--- src/rtl/lct_pkg.sv ---
// ----------------------------------------------------------------------------
// lct_pkg
// Shared types and constants for the link connectivity table unit: field
// widths, item mode codes, configuration register indexes, sequencer states.
// ----------------------------------------------------------------------------
package lct_pkg;

  // Default sizing of the table
  localparam int NUM_SLOTS_DEF = 16;
  localparam int TIME_BITS_DEF = 16;

  // Fixed field widths on the channels
  localparam int MODE_W    = 3;
  localparam int SLOT_W    = 4;
  localparam int HP_W      = 16;
  localparam int ACK_W     = 16;
  localparam int ROW_OUT_W = 16;
  localparam int LIMIT_W   = 16;

  // Configuration port
  localparam int CFG_IDX_W  = 1;
  localparam int CFG_DATA_W = 16;

  localparam logic [CFG_IDX_W-1:0] CFG_MY_SLOT      = 1'd0;
  localparam logic [CFG_IDX_W-1:0] CFG_EXPIRE_LIMIT = 1'd1;

  localparam logic [SLOT_W-1:0]  MY_SLOT_RST      = 4'd0;
  localparam logic [LIMIT_W-1:0] EXPIRE_LIMIT_RST = 16'd4;

  // Item modes; codes 6 and 7 are unused and only read the row
  typedef enum logic [MODE_W-1:0] {
    MODE_HEARD_FROM  = 3'd0,
    MODE_ACK_ROW     = 3'd1,
    MODE_COVER       = 3'd2,
    MODE_UNION_COVER = 3'd3,
    MODE_EXPIRE      = 3'd4,
    MODE_READ_ROW    = 3'd5
  } mode_t;

  // Item sequencer
  typedef enum logic [2:0] {
    ST_IDLE,
    ST_RD_B,
    ST_RD_MY,
    ST_SCAN,
    ST_DONE
  } state_t;

endpackage

--- src/rtl/lct_item_if.sv ---
// ----------------------------------------------------------------------------
// lct_item_if
// Valid/ready channel carrying one table update or query item.
// ----------------------------------------------------------------------------
interface lct_item_if;

  logic                         valid;
  logic                         ready;
  logic [lct_pkg::MODE_W-1:0]   mode;
  logic [lct_pkg::SLOT_W-1:0]   slot_id;
  logic [lct_pkg::SLOT_W-1:0]   other_slot_id;
  logic [lct_pkg::HP_W-1:0]     hyperperiod;
  logic [lct_pkg::ACK_W-1:0]    ack_row;

  modport source (
    output valid, mode, slot_id, other_slot_id, hyperperiod, ack_row,
    input  ready
  );

  modport sink (
    input  valid, mode, slot_id, other_slot_id, hyperperiod, ack_row,
    output ready
  );

endinterface

--- src/rtl/lct_result_if.sv ---
// ----------------------------------------------------------------------------
// lct_result_if
// Valid/ready channel carrying one result: coverage flag and own row.
// ----------------------------------------------------------------------------
interface lct_result_if;

  logic                            valid;
  logic                            ready;
  logic                            covered;
  logic [lct_pkg::ROW_OUT_W-1:0]   my_row_bits;

  modport source (
    output valid, covered, my_row_bits,
    input  ready
  );

  modport sink (
    input  valid, covered, my_row_bits,
    output ready
  );

endinterface

--- src/rtl/lct_ram.sv ---
// ----------------------------------------------------------------------------
// lct_ram
// Generic simple dual-port RAM: one write port, one read port with
// registered read data (holds while re is low).
// ----------------------------------------------------------------------------
module lct_ram #(
  parameter int WIDTH = 16,
  parameter int DEPTH = 16
) (
  input  logic                     clk,
  input  logic                     we,
  input  logic [$clog2(DEPTH)-1:0] waddr,
  input  logic [WIDTH-1:0]         wdata,
  input  logic                     re,
  input  logic [$clog2(DEPTH)-1:0] raddr,
  output logic [WIDTH-1:0]         rdata
);

  logic [WIDTH-1:0] mem [DEPTH];

  // Write port
  always_ff @(posedge clk) begin
    if (we) begin
      mem[waddr] <= wdata;
    end
  end

  // Registered read port
  always_ff @(posedge clk) begin
    if (re) begin
      rdata <= mem[raddr];
    end
  end

endmodule

--- src/rtl/link_connectivity_table_unit.sv ---
// ----------------------------------------------------------------------------
// link_connectivity_table_unit
// TDMA mesh connectivity table: one reachability row per slot and a
// last-heard hyperperiod per slot, both held in RAM with valid bits.
// ----------------------------------------------------------------------------
//
//  Channel   Dir  Handshake      Payload
//  item      in   valid/ready    mode, slot_id, other_slot_id, hyperperiod, ack_row
//  result    out  valid/ready    covered, my_row_bits
//  cfg       in   cfg_we only    cfg_idx, cfg_data (my_slot, expire_limit)
//
//  One item at a time through a short read-modify-write sequencer on the row
//  RAM read port: heard_from, ack_row, read_row go straight to ST_DONE, cover
//  via ST_RD_MY, union_cover via ST_RD_B and ST_RD_MY, expire via ST_SCAN (one
//  last-heard entry per cycle). Reset (rst, synchronous) clears the valid bits,
//  so rows read as self-only and times as zero at once; no clearing pass.
//  A held result register decouples the sides: a new item is taken while a
//  result waits; the sequencer stalls in its final step only while it is full.
//
module link_connectivity_table_unit #(
  parameter int NUM_SLOTS = lct_pkg::NUM_SLOTS_DEF,
  parameter int TIME_BITS = lct_pkg::TIME_BITS_DEF
) (
  input  logic                            clk,
  input  logic                            rst,
  input  logic                            cfg_we,
  input  logic [lct_pkg::CFG_IDX_W-1:0]   cfg_idx,
  input  logic [lct_pkg::CFG_DATA_W-1:0]  cfg_data,
  lct_item_if.sink                        item,
  lct_result_if.source                    result
);

  localparam int AW = $clog2(NUM_SLOTS);
  localparam logic [AW-1:0]        LAST_IDX = AW'(NUM_SLOTS - 1);
  localparam logic [NUM_SLOTS-1:0] ROW_ONE  = NUM_SLOTS'(1);

  // Slot field range check and address conversion
  function automatic logic slot_ok(input logic [lct_pkg::SLOT_W-1:0] s);
    return 32'(s) < NUM_SLOTS;
  endfunction

  function automatic logic [AW-1:0] slot_addr(input logic [lct_pkg::SLOT_W-1:0] s);
    logic [31:0] w;
    w = 32'(s);
    return w[AW-1:0];
  endfunction

  // Configuration registers
  logic [lct_pkg::SLOT_W-1:0]  my_slot;
  logic [lct_pkg::LIMIT_W-1:0] expire_limit;

  always_ff @(posedge clk) begin
    if (rst) begin
      my_slot      <= lct_pkg::MY_SLOT_RST;
      expire_limit <= lct_pkg::EXPIRE_LIMIT_RST;
    end else if (cfg_we) begin
      unique case (cfg_idx)
        lct_pkg::CFG_MY_SLOT:      my_slot      <= cfg_data[lct_pkg::SLOT_W-1:0];
        lct_pkg::CFG_EXPIRE_LIMIT: expire_limit <= cfg_data[lct_pkg::LIMIT_W-1:0];
        default: ;
      endcase
    end
  end

  logic          my_ok;
  logic [AW-1:0] my_addr;
  assign my_ok   = slot_ok(my_slot);
  assign my_addr = slot_addr(my_slot);

  // Sequencer state and latched item
  lct_pkg::state_t state, state_next;

  logic [lct_pkg::MODE_W-1:0] mode_q;
  logic [lct_pkg::SLOT_W-1:0] sa_q;
  logic [lct_pkg::SLOT_W-1:0] sb_q;
  logic [TIME_BITS-1:0]       hp_q;
  logic [NUM_SLOTS-1:0]       ack_q;
  logic [31:0]                hp_wide;
  logic [31:0]                ack_wide;
  logic                       load_item;

  assign hp_wide  = 32'(item.hyperperiod);
  assign ack_wide = 32'(item.ack_row);

  // RAM ports
  logic                 row_we, row_re;
  logic [AW-1:0]        row_waddr, row_raddr;
  logic [NUM_SLOTS-1:0] row_wdata, row_rdata;
  logic                 row_rd_ok;
  logic                 time_we, time_re;
  logic [AW-1:0]        time_waddr, time_raddr;
  logic [TIME_BITS-1:0] time_wdata, time_rdata;

  lct_ram #(.WIDTH(NUM_SLOTS), .DEPTH(NUM_SLOTS)) u_row_ram (
    .clk   (clk),
    .we    (row_we),
    .waddr (row_waddr),
    .wdata (row_wdata),
    .re    (row_re),
    .raddr (row_raddr),
    .rdata (row_rdata)
  );

  lct_ram #(.WIDTH(TIME_BITS), .DEPTH(NUM_SLOTS)) u_time_ram (
    .clk   (clk),
    .we    (time_we),
    .waddr (time_waddr),
    .wdata (time_wdata),
    .re    (time_re),
    .raddr (time_raddr),
    .rdata (time_rdata)
  );

  // Valid bits: an unwritten row reads self-only, an unwritten time reads zero
  logic [NUM_SLOTS-1:0] row_vld, time_vld;

  always_ff @(posedge clk) begin
    if (rst) begin
      row_vld  <= '0;
      time_vld <= '0;
    end else begin
      if (row_we) begin
        row_vld[row_waddr] <= 1'b1;
      end
      if (time_we) begin
        time_vld[time_waddr] <= 1'b1;
      end
    end
  end

  // Read-side tags follow the registered read data
  logic [AW-1:0] row_rd_addr_q;
  logic          row_rd_ok_q, row_rd_vld_q;
  logic [AW-1:0] t_idx;
  logic          time_rd_vld_q;

  always_ff @(posedge clk) begin
    if (row_re) begin
      row_rd_addr_q <= row_raddr;
      row_rd_ok_q   <= row_rd_ok;
      row_rd_vld_q  <= row_vld[row_raddr];
    end
    if (time_re) begin
      t_idx         <= time_raddr;
      time_rd_vld_q <= time_vld[time_raddr];
    end
  end

  logic [NUM_SLOTS-1:0] row_eff;
  logic [TIME_BITS-1:0] time_eff;
  logic [TIME_BITS-1:0] age;

  assign row_eff  = !row_rd_ok_q ? '0 :
                    (row_rd_vld_q ? row_rdata : (ROW_ONE << row_rd_addr_q));
  assign time_eff = time_rd_vld_q ? time_rdata : '0;
  assign age      = hp_q - time_eff;

  // Held rows for coverage queries and the expire clear mask
  logic [NUM_SLOTS-1:0] row_a, row_b, clr_mask;
  logic                 cap_a, cap_b, clr_set;

  // Result register
  logic                          out_valid, out_free, out_load;
  logic                          out_covered, covered_next;
  logic [lct_pkg::ROW_OUT_W-1:0] out_row, row_out_next;

  assign out_free = !out_valid || result.ready;

  // Final-step values
  logic                 sa_ok;
  logic [AW-1:0]        sa_addr;
  logic [NUM_SLOTS-1:0] my_new;
  logic [31:0]          my_new_wide;

  assign sa_ok       = slot_ok(sa_q);
  assign sa_addr     = slot_addr(sa_q);
  assign my_new_wide = 32'(my_new);
  assign row_out_next = my_new_wide[lct_pkg::ROW_OUT_W-1:0];

  assign item.ready = (state == lct_pkg::ST_IDLE);

  // Next state, RAM control and results
  always_comb begin
    state_next   = state;
    load_item    = 1'b0;
    row_re       = 1'b0;
    row_raddr    = my_addr;
    row_rd_ok    = my_ok;
    row_we       = 1'b0;
    row_waddr    = my_addr;
    row_wdata    = row_eff;
    time_re      = 1'b0;
    time_raddr   = '0;
    time_we      = 1'b0;
    time_waddr   = sa_addr;
    time_wdata   = hp_q;
    cap_a        = 1'b0;
    cap_b        = 1'b0;
    clr_set      = 1'b0;
    out_load     = 1'b0;
    covered_next = 1'b0;
    my_new       = row_eff;

    unique case (state)
      lct_pkg::ST_IDLE: begin
        if (item.valid) begin
          load_item = 1'b1;
          row_re    = 1'b1;
          unique case (item.mode)
            lct_pkg::MODE_COVER: begin
              row_raddr  = slot_addr(item.slot_id);
              row_rd_ok  = slot_ok(item.slot_id);
              state_next = lct_pkg::ST_RD_MY;
            end
            lct_pkg::MODE_UNION_COVER: begin
              row_raddr  = slot_addr(item.slot_id);
              row_rd_ok  = slot_ok(item.slot_id);
              state_next = lct_pkg::ST_RD_B;
            end
            lct_pkg::MODE_ACK_ROW: begin
              // write the peer row now; own row read is forwarded if it matches
              row_we     = slot_ok(item.slot_id);
              row_waddr  = slot_addr(item.slot_id);
              row_wdata  = ack_wide[NUM_SLOTS-1:0];
              state_next = lct_pkg::ST_DONE;
            end
            lct_pkg::MODE_EXPIRE: begin
              time_re    = 1'b1;
              state_next = lct_pkg::ST_SCAN;
            end
            default: begin
              state_next = lct_pkg::ST_DONE;
            end
          endcase
        end
      end

      lct_pkg::ST_RD_B: begin
        cap_a      = 1'b1;
        row_re     = 1'b1;
        row_raddr  = slot_addr(sb_q);
        row_rd_ok  = slot_ok(sb_q);
        state_next = lct_pkg::ST_RD_MY;
      end

      lct_pkg::ST_RD_MY: begin
        cap_a      = (mode_q != lct_pkg::MODE_UNION_COVER);
        cap_b      = (mode_q == lct_pkg::MODE_UNION_COVER);
        row_re     = 1'b1;
        state_next = lct_pkg::ST_DONE;
      end

      lct_pkg::ST_SCAN: begin
        // one last-heard entry per cycle; own slot never expires
        clr_set = (32'(age) > 32'(expire_limit)) && (32'(t_idx) != 32'(my_slot));
        if (t_idx == LAST_IDX) begin
          state_next = lct_pkg::ST_DONE;
        end else begin
          time_re    = 1'b1;
          time_raddr = t_idx + AW'(1);
        end
      end

      lct_pkg::ST_DONE: begin
        unique case (mode_q)
          lct_pkg::MODE_HEARD_FROM: begin
            // an out-of-range own slot keeps an empty row
            my_new = (my_ok && sa_ok) ? (row_eff | (ROW_ONE << sa_addr)) : row_eff;
            if (out_free) begin
              row_we  = my_ok && sa_ok;
              time_we = sa_ok;
            end
          end
          lct_pkg::MODE_ACK_ROW: begin
            my_new = (my_ok && sa_ok && (sa_addr == my_addr)) ? ack_q : row_eff;
          end
          lct_pkg::MODE_COVER: begin
            covered_next = ((row_eff & ~row_a) == '0);
          end
          lct_pkg::MODE_UNION_COVER: begin
            covered_next = ((row_eff & ~(row_a | row_b)) == '0);
          end
          lct_pkg::MODE_EXPIRE: begin
            my_new = row_eff & ~clr_mask;
            if (out_free) begin
              row_we = my_ok;
            end
          end
          default: ;
        endcase
        row_wdata = my_new;
        if (out_free) begin
          out_load   = 1'b1;
          state_next = lct_pkg::ST_IDLE;
        end
      end

      default: begin
        state_next = lct_pkg::ST_IDLE;
      end
    endcase
  end

  // State register
  always_ff @(posedge clk) begin
    if (rst) begin
      state <= lct_pkg::ST_IDLE;
    end else begin
      state <= state_next;
    end
  end

  // Item and working registers
  always_ff @(posedge clk) begin
    if (load_item) begin
      mode_q   <= item.mode;
      sa_q     <= item.slot_id;
      sb_q     <= item.other_slot_id;
      hp_q     <= hp_wide[TIME_BITS-1:0];
      ack_q    <= ack_wide[NUM_SLOTS-1:0];
      clr_mask <= '0;
    end else if (clr_set) begin
      clr_mask[t_idx] <= 1'b1;
    end
    if (cap_a) begin
      row_a <= row_eff;
    end
    if (cap_b) begin
      row_b <= row_eff;
    end
  end

  // Result register
  always_ff @(posedge clk) begin
    if (rst) begin
      out_valid <= 1'b0;
    end else if (out_load) begin
      out_valid <= 1'b1;
    end else if (result.ready) begin
      out_valid <= 1'b0;
    end
  end

  always_ff @(posedge clk) begin
    if (out_load) begin
      out_covered <= covered_next;
      out_row     <= row_out_next;
    end
  end

  assign result.valid       = out_valid;
  assign result.covered     = out_covered;
  assign result.my_row_bits = out_row;

`ifndef NO_ASSERTIONS
  // Row RAM is written only at item acceptance (ack_row) or in the final step
  a_row_we_phase: assert property (@(posedge clk) disable iff (rst)
    row_we |-> (state == lct_pkg::ST_DONE) ||
               (state == lct_pkg::ST_IDLE && item.valid))
    else $error("row RAM written outside accept or final step");

  // An accepted item always moves the sequencer out of idle
  a_accept_busy: assert property (@(posedge clk) disable iff (rst)
    (item.valid && item.ready) |=> (state != lct_pkg::ST_IDLE))
    else $error("sequencer stayed idle after accepting an item");

  // A new result only appears after the final step
  a_result_src: assert property (@(posedge clk) disable iff (rst)
    $rose(out_valid) |-> ($past(state) == lct_pkg::ST_DONE))
    else $error("result raised outside final step");

  // Time RAM is never read and written in the same cycle
  a_time_port: assert property (@(posedge clk) disable iff (rst)
    !(time_we && time_re))
    else $error("time RAM read and write overlap");

  // Scan index stays within the table
  a_scan_range: assert property (@(posedge clk) disable iff (rst)
    (state == lct_pkg::ST_SCAN) |-> (32'(t_idx) < NUM_SLOTS))
    else $error("expire scan index out of range");
`endif

endmodule

--- src/flat_wrapper.sv ---
// flat-port wrapper written by rule: the top's interface ports become plain ports
module link_connectivity_table_unit_flat 
#(
  parameter int NUM_SLOTS = lct_pkg::NUM_SLOTS_DEF,
  parameter int TIME_BITS = lct_pkg::TIME_BITS_DEF
)
  (clk, rst, cfg_we, cfg_idx, cfg_data, item_valid, item_mode, item_slot_id, item_other_slot_id, item_hyperperiod, item_ack_row, item_ready, result_valid, result_covered, result_my_row_bits, result_ready);
  lct_item_if item_i ();
  lct_result_if result_i ();
  input  logic clk;
  input  logic rst;
  input  logic cfg_we;
  input  logic [lct_pkg::CFG_IDX_W-1:0] cfg_idx;
  input  logic [lct_pkg::CFG_DATA_W-1:0] cfg_data;
  input wire logic [$bits(item_i.valid)-1:0] item_valid;
  input wire logic [$bits(item_i.mode)-1:0] item_mode;
  input wire logic [$bits(item_i.slot_id)-1:0] item_slot_id;
  input wire logic [$bits(item_i.other_slot_id)-1:0] item_other_slot_id;
  input wire logic [$bits(item_i.hyperperiod)-1:0] item_hyperperiod;
  input wire logic [$bits(item_i.ack_row)-1:0] item_ack_row;
  output wire logic [$bits(item_i.ready)-1:0] item_ready;
  output wire logic [$bits(result_i.valid)-1:0] result_valid;
  output wire logic [$bits(result_i.covered)-1:0] result_covered;
  output wire logic [$bits(result_i.my_row_bits)-1:0] result_my_row_bits;
  input wire logic [$bits(result_i.ready)-1:0] result_ready;
  assign item_i.valid = item_valid;
  assign item_i.mode = item_mode;
  assign item_i.slot_id = item_slot_id;
  assign item_i.other_slot_id = item_other_slot_id;
  assign item_i.hyperperiod = item_hyperperiod;
  assign item_i.ack_row = item_ack_row;
  assign item_ready = item_i.ready;
  assign result_valid = result_i.valid;
  assign result_covered = result_i.covered;
  assign result_my_row_bits = result_i.my_row_bits;
  assign result_i.ready = result_ready;
  link_connectivity_table_unit #(.NUM_SLOTS(NUM_SLOTS), .TIME_BITS(TIME_BITS)) u_core (.clk(clk), .rst(rst), .cfg_we(cfg_we), .cfg_idx(cfg_idx), .cfg_data(cfg_data), .item(item_i), .result(result_i));
endmodule
--- config.mk ---
export PLATFORM = sky130hd
export DESIGN_NAME = link_connectivity_table_unit_flat
export DESIGN_NICKNAME = d
export VERILOG_FILES = /design/src/rtl/lct_pkg.sv /design/src/rtl/lct_item_if.sv /design/src/rtl/lct_result_if.sv /design/src/rtl/lct_ram.sv /design/src/rtl/link_connectivity_table_unit.sv /design/src/flat_wrapper.sv
export SDC_FILE = /design/constraint.sdc
export NUM_CORES = 1
export LEC_CHECK = 0
export ABC_AREA = 1
export BUFFER_PORTS_ARGS = -buffer_cell sky130_fd_sc_hd__buf_4
export CAP_MARGIN = 20
export CORE_AREA = 2 2 229 231
export DETAILED_ROUTE_END_ITERATION = 10
export DIE_AREA = 0 0 231 233
export PLACE_DENSITY = 0.88
export SETUP_SLACK_MARGIN = 0.3
export SYNTH_ARGS = -nofsm -noshare
export SYNTH_HDL_FRONTEND = slang
export SYNTH_SLANG_ARGS = --single-unit
--- constraint.sdc ---
create_clock -name clk -period 4.8 [get_ports clk]
set_input_delay 0 -clock clk [delete_from_list [all_inputs] [get_ports clk]]
set_output_delay 0 -clock clk [all_outputs]
set_load 0.01 [all_outputs]
# Yosys cells after proc, flatten, opt, wreduce, memory -nomap -nowiden

Memories as Yosys holds them, arrays and structs flattened. A register that Yosys moved wholly into a read port is not among the register bits.
Cells that the tools add are included.

Bits in registers: 174
Bits in latches: 0
Memory bits (writable): 512
ROM bits: 0
Bits of input ports: 65
Logic and storage cells: 139
Memories kept: 2

Memories:

| memory                | words | width | rd ports | clocked after Yosys merged registers in | wr ports | line          | text |
|---|---|---|---|---|---|---|---|
| u_core.u_row_ram.mem  | 16    | 16    | 1        | 1                                       | 1        | lct_ram.sv:19 | `logic [WIDTH-1:0] mem [DEPTH];` |
| u_core.u_time_ram.mem | 16    | 16    | 1        | 1                                       | 1        | lct_ram.sv:19 |  |

Add/subtract/negate cells: 2
Multipliers: 0
Divide/modulo/power cells: 0
Magnitude comparators: 9
Equal/unequal tests: 19
Shifts and indexed selects: 2
Multiplexer cells: 56
Bitwise logic cells: 12
Reduce and logical (&&, ||, !) cells: 17

Operators by type and width:

| kind                 | number |
|---|---|
| $mux 16              | 6 |
| $or 16x16->16        | 5 |
| $and 16x16->16       | 3 |
| $not 16->16          | 3 |
| $pmux 16 s3          | 1 |
| $logic_not 16->1     | 2 |
| $pmux 16 s2          | 1 |
| $shl 1x4->16 const A | 2 |
| $mux 4               | 7 |
| $lt 4x5->1 const B   | 5 |
| $mux 1               | 25 |
| $eq 3x2->1 const B   | 6 |
| $gt 16x16->1         | 1 |
| $sub 16x16->16       | 1 |
| $pmux 3 s5           | 1 |
| $demux 1 s4          | 3 |
| $ge 4x1->1 const B   | 3 |
| $pmux 1 s2           | 5 |
| $eq 3x1->1 const B   | 3 |
| $eq 3x3->1 const B   | 3 |
| $mux 3               | 3 |
| $pmux 3 s3           | 1 |
| $bmux 1 s4           | 2 |
| $pmux 4 s2           | 1 |
| other kinds (16)     | 24 |

# Logic depth before layout (Yosys ltp)

Gate-level depths: netlist of run 1.

Word-level depth: 9
Mapped depth: 23
Mapped depth without buffers: 22

# By module

A second synthesis of run 1 with hierarchy kept.

Cell total of the unflattened synthesis: 3312
Area total of the unflattened synthesis: 32461.1 sq um

Modules (own cells, without submodules):

| module                       | instances | cells each | area each (sq um) | seq. area each (sq um) |
|---|---|---|---|---|
| lct_ram                      | 2         | 1074       | 11541.1           | 8167.8 |
| link_connectivity_table_unit | 1         | 1164       | 9379.0            | 4504.3 |

# Worst setup path before layout of run 1

No wires, ideal clock.

Kind: register -> register
Start point: register u_core.state[0]
End point: memory u_core.u_time_ram.mem[12][0], enable pin
Arrival: 3.511 ns
Data required time: 4.366 ns
Slack: 0.856 ns
Cell stages (with the launch flop): 6
Period minus slack after synthesis: 3.944 ns
Cell sequence: dfxtp_1 > nor2_2 > nand2_1 > nor2_1 > inv_1 > nor4_1

Longest elaborated chain between the ends: 4

RTL lines:

| item                         | line                                | text |
|---|---|---|
| from (decl)                  | link_connectivity_table_unit.sv:71  | `lct_pkg::state_t state, state_next;` |
| from (signal assigned)       | link_connectivity_table_unit.sv:307 | `state <= lct_pkg::ST_IDLE;` |
| from (signal assigned)       | link_connectivity_table_unit.sv:309 | `state <= state_next;` |
| $eq 3x3->1                   | link_connectivity_table_unit.sv:204 | `unique case (state)` |
| $mux 1                       | link_connectivity_table_unit.sv:204 |  |
| $mux 1                       | lct_ram.sv:23                       | `if (we) begin` |
| $mux 1 (not written as such) | lct_ram.sv:24                       | `mem[waddr] <= wdata;` |
| to (decl)                    | lct_ram.sv:19                       |  |

No other way between the ends.

# Worst setup path in the final report of run 1

Start point: register u_core.hp_q[2]
End point: register u_core.clr_mask[11]

Longest elaborated chain between the ends: 4

RTL lines:

| item                            | line                                | text |
|---|---|---|
| from (decl)                     | link_connectivity_table_unit.sv:76  | `logic [TIME_BITS-1:0] hp_q;` |
| from (signal assigned)          | link_connectivity_table_unit.sv:319 | `hp_q <= hp_wide[TIME_BITS-1:0];` |
| $sub 16x16->16                  | link_connectivity_table_unit.sv:156 | `assign age = hp_q - time_eff;` |
| $gt 16x16->1                    | link_connectivity_table_unit.sv:255 | `clr_set = (32'(age) > 32'(expire_limit)) && (32'(t_idx) != 32'(my_slot));` |
| $logic_and 1x1->1               | link_connectivity_table_unit.sv:255 |  |
| $mux 1                          | link_connectivity_table_unit.sv:204 |  |
| to (signal assigned)            | link_connectivity_table_unit.sv:321 | `clr_mask <= '0;` |
| to (signal, indexed assignment) | link_connectivity_table_unit.sv:323 | `clr_mask[t_idx] <= 1'b1;` |
| to (decl)                       | link_connectivity_table_unit.sv:159 | `logic [NUM_SLOTS-1:0] row_a, row_b, clr_mask;` |

No other way between the ends.
A chain may end at the register's enable or synchronous reset.

==> results of run 1 <==
timing repair:
item                                    in CTS  in global routing
hold buffers                                64                  0
endpoints found under the hold margin       98                  0
gates resized for setup                      0                  1
endpoints found under the setup margin       0                  2
registers in the layout, summed over array words and instances (netlist names), 3 cells and up:
register                   cells
u_core.result.my_row_bits     16
u_core.u_row_ram.rdata        16
u_core.row_vld                16
u_core.sb_q                    4
u_core.row_b                  16
u_core.hp_q                   16
u_core.row_rd_addr_q           4
u_core.sa_addr                 4
u_core.ack_q                  16
u_core.u_time_ram.rdata       16
u_core.time_vld               16
u_core.clr_mask               16
u_core.expire_limit           16
u_core.row_a                  16
u_core.my_addr                 4
u_core.mode_q                  3
u_core.u_row_ram.mem         256
u_core.state                   3
u_core.t_idx                   4
u_core.u_time_ram.mem        256
metrics by stage:
| stage | hold slack (ns) | utilization [%] | power (mW) | worst slack, ns |
|---|---|---|---|---|
| 6_report | 0.110 | 70.0 | 21.2 | 0.876 |
| 5_1_grt | 0.102 | 70.0 | 22.0 | 0.495 |
| 4_1_cts | 0.0734 | 69.9 | 20.8 | 0.699 |
| 3_5_place_dp | 0.180 | 64.3 | 15.5 | 0.755 |
| 3_3_place_gp | 0.179 | 64.3 | 15.2 | 0.787 |
| 2_1_floorplan | 0.0989 | - | 13.3 | 0.856 |
report_power, final:
part	internal, mW	total [mW]	switching (mW)
Sequential	8.20	8.59	0.391
Combinational	1.92	7.24	5.32
Clock	2.97	5.33	2.36
Total	13.1	21.2	8.07
layout by cell type (no fill, tap or decap), types with 5 or more instances in the layout:
master / instances
dfxtp_1: 72
edfxtp_1: 646
dlygate4sd3_1: 64
o21ai_2: 5
buf_4: 133
o21bai_1: 7
clkinv_2: 13
nand2_4: 5
xor2_1: 18
clkinv_1: 16
nor2_1: 274
nor2_2: 17
inv_2: 17
clkbuf_16: 73
o21ai_1: 106
nand3b_1: 67
a22oi_1: 11
o211ai_1: 67
nand4_1: 10
inv_1: 366
nor3_1: 11
clkbuf_1: 15
nand3_1: 421
nand2_1: 385
o21ai_0: 108
a21oi_1: 107
ha_1: 36
area by class of cell:
type | instances | area [µm²]
clock buffer | 91 | 1920
clock inverter | 38 | 290
fill | 3283 | 15300
inverter | 386 | 1450
multi-input combinational | 1695 | 8660
sequential | 718 | 20800
tap | 680 | 851
timing repair buffer | 201 | 1730
logic make-up (layout without fill, tap and decap cells):
kind of cell	after synthesis	after routing	synth area share, %
AO/OA/AOI/OAI	429	429	7.70
AND/OR/NAND/NOR	1208	1208	17.3
buffers and inverters	535	716	6.79
flip-flops	718	718	66.2
XOR/XNOR	21	21	0.584
adder cells (fa/ha/maj)	37	37	1.49
layer usage:
layer  global-route usage, %  vias to the layer above  part of all wire (%)
met3                    6.99                      375                    13
met4                    16.9                        4                   5.0
li1                        -                    10400                     -
met5                       0                        -                 0.031
met1                    42.9                    11100                    36
met2                    50.6                     1790                    47
worst max-delay path by stage:
stage | to | startpoint
6_report | u_core.clr_mask[11] | u_core.hp_q[2]
5_1_grt | u_core.clr_mask[11] | u_core.hp_q[0]
4_1_cts | u_core.clr_mask[11] | u_core.hp_q[2]
3_5_place_dp | u_core.clr_mask[11] | u_core.hp_q[2]
3_3_place_gp | u_core.clr_mask[11] | u_core.hp_q[2]
2_1_floorplan | u_core.u_time_ram.mem[12][0] | u_core.state[0]
==> impl_metrics.ini, run 1 <==
[outcome]
status = finished, final reports clean

[place]
port_buffers = 83
placed_area_mm2 = 0.0328
dp_cells = 3614
dp_hpwl_um = 50100
gp_congestion = 0.936

[route]
postRouteAntennaNets = 0
dr.first_iter.drc_count = 3688
firstDrtPassIters = 8
wl_per_cell_um = 22.8
viasPerCell = 6.21
remaining_drc_errors = 0
dr_total_vias = 23700
wl_um = 86800

[setup_path]
worst_path_most_repeated_cell = nand2_1
crit_arrival_ns = 4.46
crit_slowest_cell = edfxtp_1
cpPeakStageDelay_ns = 0.62
rrSetupSlack_ns = 0.88
cp_data_required_time_ns = 5.34
reg2reg_depth = 16
crit_chain = ha_1 -> nand3_1 -> nand2_1 -> a21oi_1 -> o21ai_0 -> nand3_1 -> nand2_1 -> xor2_1 -> ha_1 -> nand2_1 -> nor2_1 -> a211oi_1 -> nand3_2 -> nand2_1 -> nand2_1 -> a21oi_1
cp.depth = 16
critPathTopFamily = simple AND/OR/NAND/NOR gates
rr_startpoint = u_core.hp_q[2]
rr_endpoint = u_core.clr_mask[11]
cp-end-kind = flip-flop
path_class = flip-flop to flip-flop
crit_buf_inv = 0
critPathMaxFanout = 17
critPathLaunchType = flip-flop

[synth]
ys_warn_count = 0
synth_ff_type = edfxtp_1
syn_avg_cell_area_um2 = 10.7
synth_top_cell_by_area = edfxtp_1
async_flop_share_pct = 0
ys_types = 45
synth_common_cells = edfxtp_1, nand3_1, nand2_1
synthTopCellsByArea = edfxtp_1, nand3_1, nand2_1
synth_cells = 2948
netlist_area_mm2 = 0.0315
yosysMostFrequentCell = edfxtp_1
ys_seq_area_share_pct = 66.2
synth_nets = 3050
yosys.area.top_type_share_pct = 61.6
ys_seq_elements = 718
synth-edff-count = 646

[global_routing]
grt_pass1_vias = 23100
grt_use_total_pct = 32.3
antenna_found_initial = 3
grt_max_degree = 169
overflow = 0
grt_first_pass_wirelength_um = 131000

[timing]
max_freq_mhz = 255
fin_worst_skew_ns = 0.0205
maxSlewHeadroom_pct = 23.9
fin_crit_sh_pct = 81.8
drv_slew = 0
report.final.setup_viol = 0
layout_min_cycle_time_ns = 3.92
tns_ns = 0
rsz0062_at_grt = no
hold_viol = 0
tightest_slew_ns = 1.14

[cts]
post-cts-setup-buffer-count = 0
clk_path_buf_depth = 3
clock_sinks = 718
clk_latency_ns = 0.63
cts_tree = yes
clkTransAtPathRegs_ns = 0.07
cts_buffers = 71
root_buffer = clkbuf_16
htreeDepth = 3

[floorplan]
die_h_um = 233
floorplan.initialDensity_pct = 61.6
coreArea_mm2 = 0.0511
die_area_mm2 = 0.0538
rows = 83
die_w_um = 231
ios = 84

[cells_and_area]
layout.nets = 3175
fin_cells = 3809
layout-drive-gt1-share_pct = 9.72
diodes = 0
design_area_mm2 = 0.0357
syn2layout_area_growth_pct = 13.5

[worst_hold_path]
holdPathStages = 2
hold_class = input port to flip-flop
hold_end = u_core.hp_q[15]
hp-start = item_hyperperiod[15]

[job]
drv_cap = 0

[power]
p_per_area_mw_per_mm2 = 592
vdd_drop_max_v = 0.000450
power_leakage_nw = 13.8
(Power assumes the default switching activity.)
==> run 2, diff against run 1 <==
--- a/config.mk
+++ b/config.mk
@@ -5,13 +5,13 @@
 export SDC_FILE = /design/constraint.sdc
 export NUM_CORES = 1
 export LEC_CHECK = 0
-export ABC_AREA = 1
+export ABC_AREA = 0
 export BUFFER_PORTS_ARGS = -buffer_cell sky130_fd_sc_hd__buf_4
 export CAP_MARGIN = 20
-export CORE_AREA = 2 2 229 231
+export CORE_AREA = 2 2 233 235
 export DETAILED_ROUTE_END_ITERATION = 10
-export DIE_AREA = 0 0 231 233
-export PLACE_DENSITY = 0.88
+export DIE_AREA = 0 0 235 237
+export PLACE_DENSITY = 0.84
 export SETUP_SLACK_MARGIN = 0.3
 export SYNTH_ARGS = -nofsm -noshare
 export SYNTH_HDL_FRONTEND = slang
==> constraint.sdc (replaced) <==
create_clock -name clk -period 3.4 [get_ports clk]
set_input_delay 0 -clock clk [delete_from_list [all_inputs] [get_ports clk]]
set_output_delay 0 -clock clk [all_outputs]
set_load 0.01 [all_outputs]
==> run 2 against run 1 <==
Compared with the run above:
- the flow now finishes with violations (setup timing)
- synthesized cell count decreased by 32%
- critical endpoint is now u_core.clr_mask[1]
- flip-flop and latch count stayed put
- clock power is 57% higher
- largest cell class unchanged
- design area up 0.10%
==> impl_metrics.ini, run 2 <==
[floorplan]
ios = 84
floorplan.initialDensity_pct = 55.6
rows = 85
die_h_um = 237
die_w_um = 235
die_area_mm2 = 0.0557
coreArea_mm2 = 0.0533

[synth]
synth-edff-count = 646
ys_types = 71
ys_seq_area_share_pct = 70.4
synth_common_cells = edfxtp_1, mux2i_1, nor2_1
async_flop_share_pct = 0
synth_nets = 2114
ys_seq_elements = 718
yosysMostFrequentCell = edfxtp_1
synth_ff_type = edfxtp_1
netlist_area_mm2 = 0.0296
synth_top_cell_by_area = edfxtp_1
yosys.area.top_type_share_pct = 65.5
synth_cells = 2012
synthTopCellsByArea = edfxtp_1, mux2i_1, dfxtp_1
syn_avg_cell_area_um2 = 14.7
ys_warn_count = 0

[global_routing]
grt_use_met1_pct = 38.5
grt_pass1_vias = 19600
grt_first_pass_wirelength_um = 119000
grt_use_total_pct = 28.4
grt_max_degree = 57
overflow = 0
grtUsageMet3_pct = 5.81
antenna_found_initial = 6
global_route.usage.met2_pct = 46.1
busiest_layer = met2

[setup_path]
crit_slowest_cell = edfxtp_1
rrSetupSlack_ns = -0.25
cpPeakStageDelay_ns = 0.41
cp_data_required_time_ns = 3.91
rr_endpoint = u_core.clr_mask[1]
crit_chain = and2_4 -> ha_4 -> inv_2 -> fa_2 -> a21o_1 -> a21oi_2 -> nor2b_1 -> nor2_1 -> buf_4 -> a21boi_4 -> nand2b_4 -> xor2_2 -> ha_1 -> nor2b_1 -> o21ai_1 -> a21oi_2 -> a211oi_2 -> buf_4 -> nor2_4 -> a32o_1
critPathTopFamily = compound AO/OA/AOI/OAI gates
rr_startpoint = u_core.time_rd_vld_q
path_class = flip-flop to flip-flop
crit_path_start = u_core.time_rd_vld_q
critPathMaxFanout = 6
crit_arrival_ns = 4.16
critPathLaunchType = flip-flop
reg2reg_depth = 20
cp-end-kind = flip-flop
crit_buf_inv = 3

[cts]
clkTransAtPathRegs_ns = 0.06
cts_tree = yes
root_buffer = clkbuf_16
cts_buffers = 72
htreeDepth = 3
clock_sinks = 718
clk_path_buf_depth = 3
clk_latency_ns = 0.64

[cells_and_area]
layout-drive-gt1-share_pct = 19.8
final_cell_mix = edfxtp_1, mux2i_1, buf_4
reg.largest.list = u_core.u_row_ram.mem (256), u_core.u_time_ram.mem (256)
diodes = 0
layout.nets = 2417
syn2layout_area_growth_pct = 20.9
utilization_pct = 67.2
final_common_cell = edfxtp_1

[route]
dr_total_vias = 19400
postRouteAntennaNets = 0
dr.first_iter.drc_count = 2462
wl_um = 79700
firstDrtPassIters = 5
remaining_drc_errors = 0
wl_per_cell_um = 26.0
viasPerCell = 6.31

[timing]
hold_slack_ns = 0.0907
report.final.setup_viol = 16
maxSlewHeadroom_pct = 37.3
fin_worst_skew_ns = 0.0479
tns_ns = -3.71
tightest_slew_ns = 0.928
layout_min_cycle_time_ns = 3.65
drv_slew = 0
max_freq_mhz = 274
hold_viol = 0
fin_crit_sh_pct = 107
worst_slack_ns = -0.250
rsz0062_at_grt = yes

[place]
dp_slack_ns = -0.575
gp_congestion = 0.905
port_buffers = 83
dp_hpwl_um = 48600

[power]
vdd_drop_max_v = 0.000409
power_mw = 20.4
power_leakage_nw = 13.0
p_per_area_mw_per_mm2 = 570

[worst_hold_path]
holdPathStages = 2
hp-start = item_ack_row[4]
hold_class = input port to flip-flop
hold_end = u_core.ack_q[4]

[outcome]
violations = setup timing
status = finished, violations left

[job]
drv_cap = 0
==> run 2: area by class of cell <==
| class | count | area, µm² |
|---|---|---|
| flip-flops and latches | 718 | 20800 |
| fillers | 3430 | 17500 |
| multi-input cells | 1155 | 8630 |
| repair buffers | 321 | 2740 |
| clock buffers | 87 | 1890 |
| well taps | 696 | 871 |
| clock inverters | 44 | 628 |
| inverters | 47 | 181 |
==> run 2: kinds of logic after synthesis <==
group,after synthesis,synth area share [%]
AO/OA/AOI/OAI,357,8.41
multiplexers,274,9.27
adder cells (fa/ha/maj),37,1.59
AND/OR/NAND/NOR,463,7.54
flip-flops,718,70.4
buffers and inverters,140,2.09
XOR/XNOR,23,0.706
==> run 2: worst reg2reg max path, delay by kind of cell, from the launching register on <==
kind | cells | cell delay, ns
flip-flops | 1 | 0.41
AND/OR/NAND/NOR | 6 | 0.74
XOR/XNOR | 1 | 0.15
buffers and inverters | 3 | 0.38
AO/OA/AOI/OAI | 7 | 1.06
adder cells (fa/ha/maj) | 3 | 0.80
==> run 2: worst max-delay path by stage <==
| stage | cells past startpoint | end | slack (ns) |
|---|---|---|---|
| global placement | 17 | u_core.clr_mask[6] | -0.46 |
| CTS | 20 | u_core.clr_mask[1] | -0.17 |
| global route | 16 | u_core.clr_mask[0] | -0.38 |
| floorplan | 16 | u_core.clr_mask[4] | -0.20 |
| detailed placement | 17 | u_core.clr_mask[4] | -0.58 |
| finish | 20 | u_core.clr_mask[1] | -0.25 |
==> run 2: what timing repair did <==
item,in CTS,in global routing
pin swaps,49,20
gates resized for setup,30,42
cloned,1,0
hold buffers,83,0
setup buffers,12,4
endpoints found under the hold margin,158,0
setup endpoints to repair,17,37
==> run 2: routing by layer <==
metal,up-vias,routed length (µm)
met5,-,57
met4,8,2280
met3,198,8120
met2,1174,38500
met1,9604,30800
li1,8372,-
==> run 2: power by group <==
| part | total, mW | switching, mW | internal [mW] |
|---|---|---|---|
| Clock | 8.35 | 3.46 | 4.89 |
| Combinational | 1.94 | 1.22 | 0.716 |
| Sequential | 10.1 | 0.112 | 10.0 |
==> run 2: per-stage QoR <==
step,instance area [µm²],std cells
after floorplan,29700,2012
after global placement,32000,2837
after detailed placement,32000,2837
after CTS,35600,3064
after global routing,35800,3068
final,35800,3068
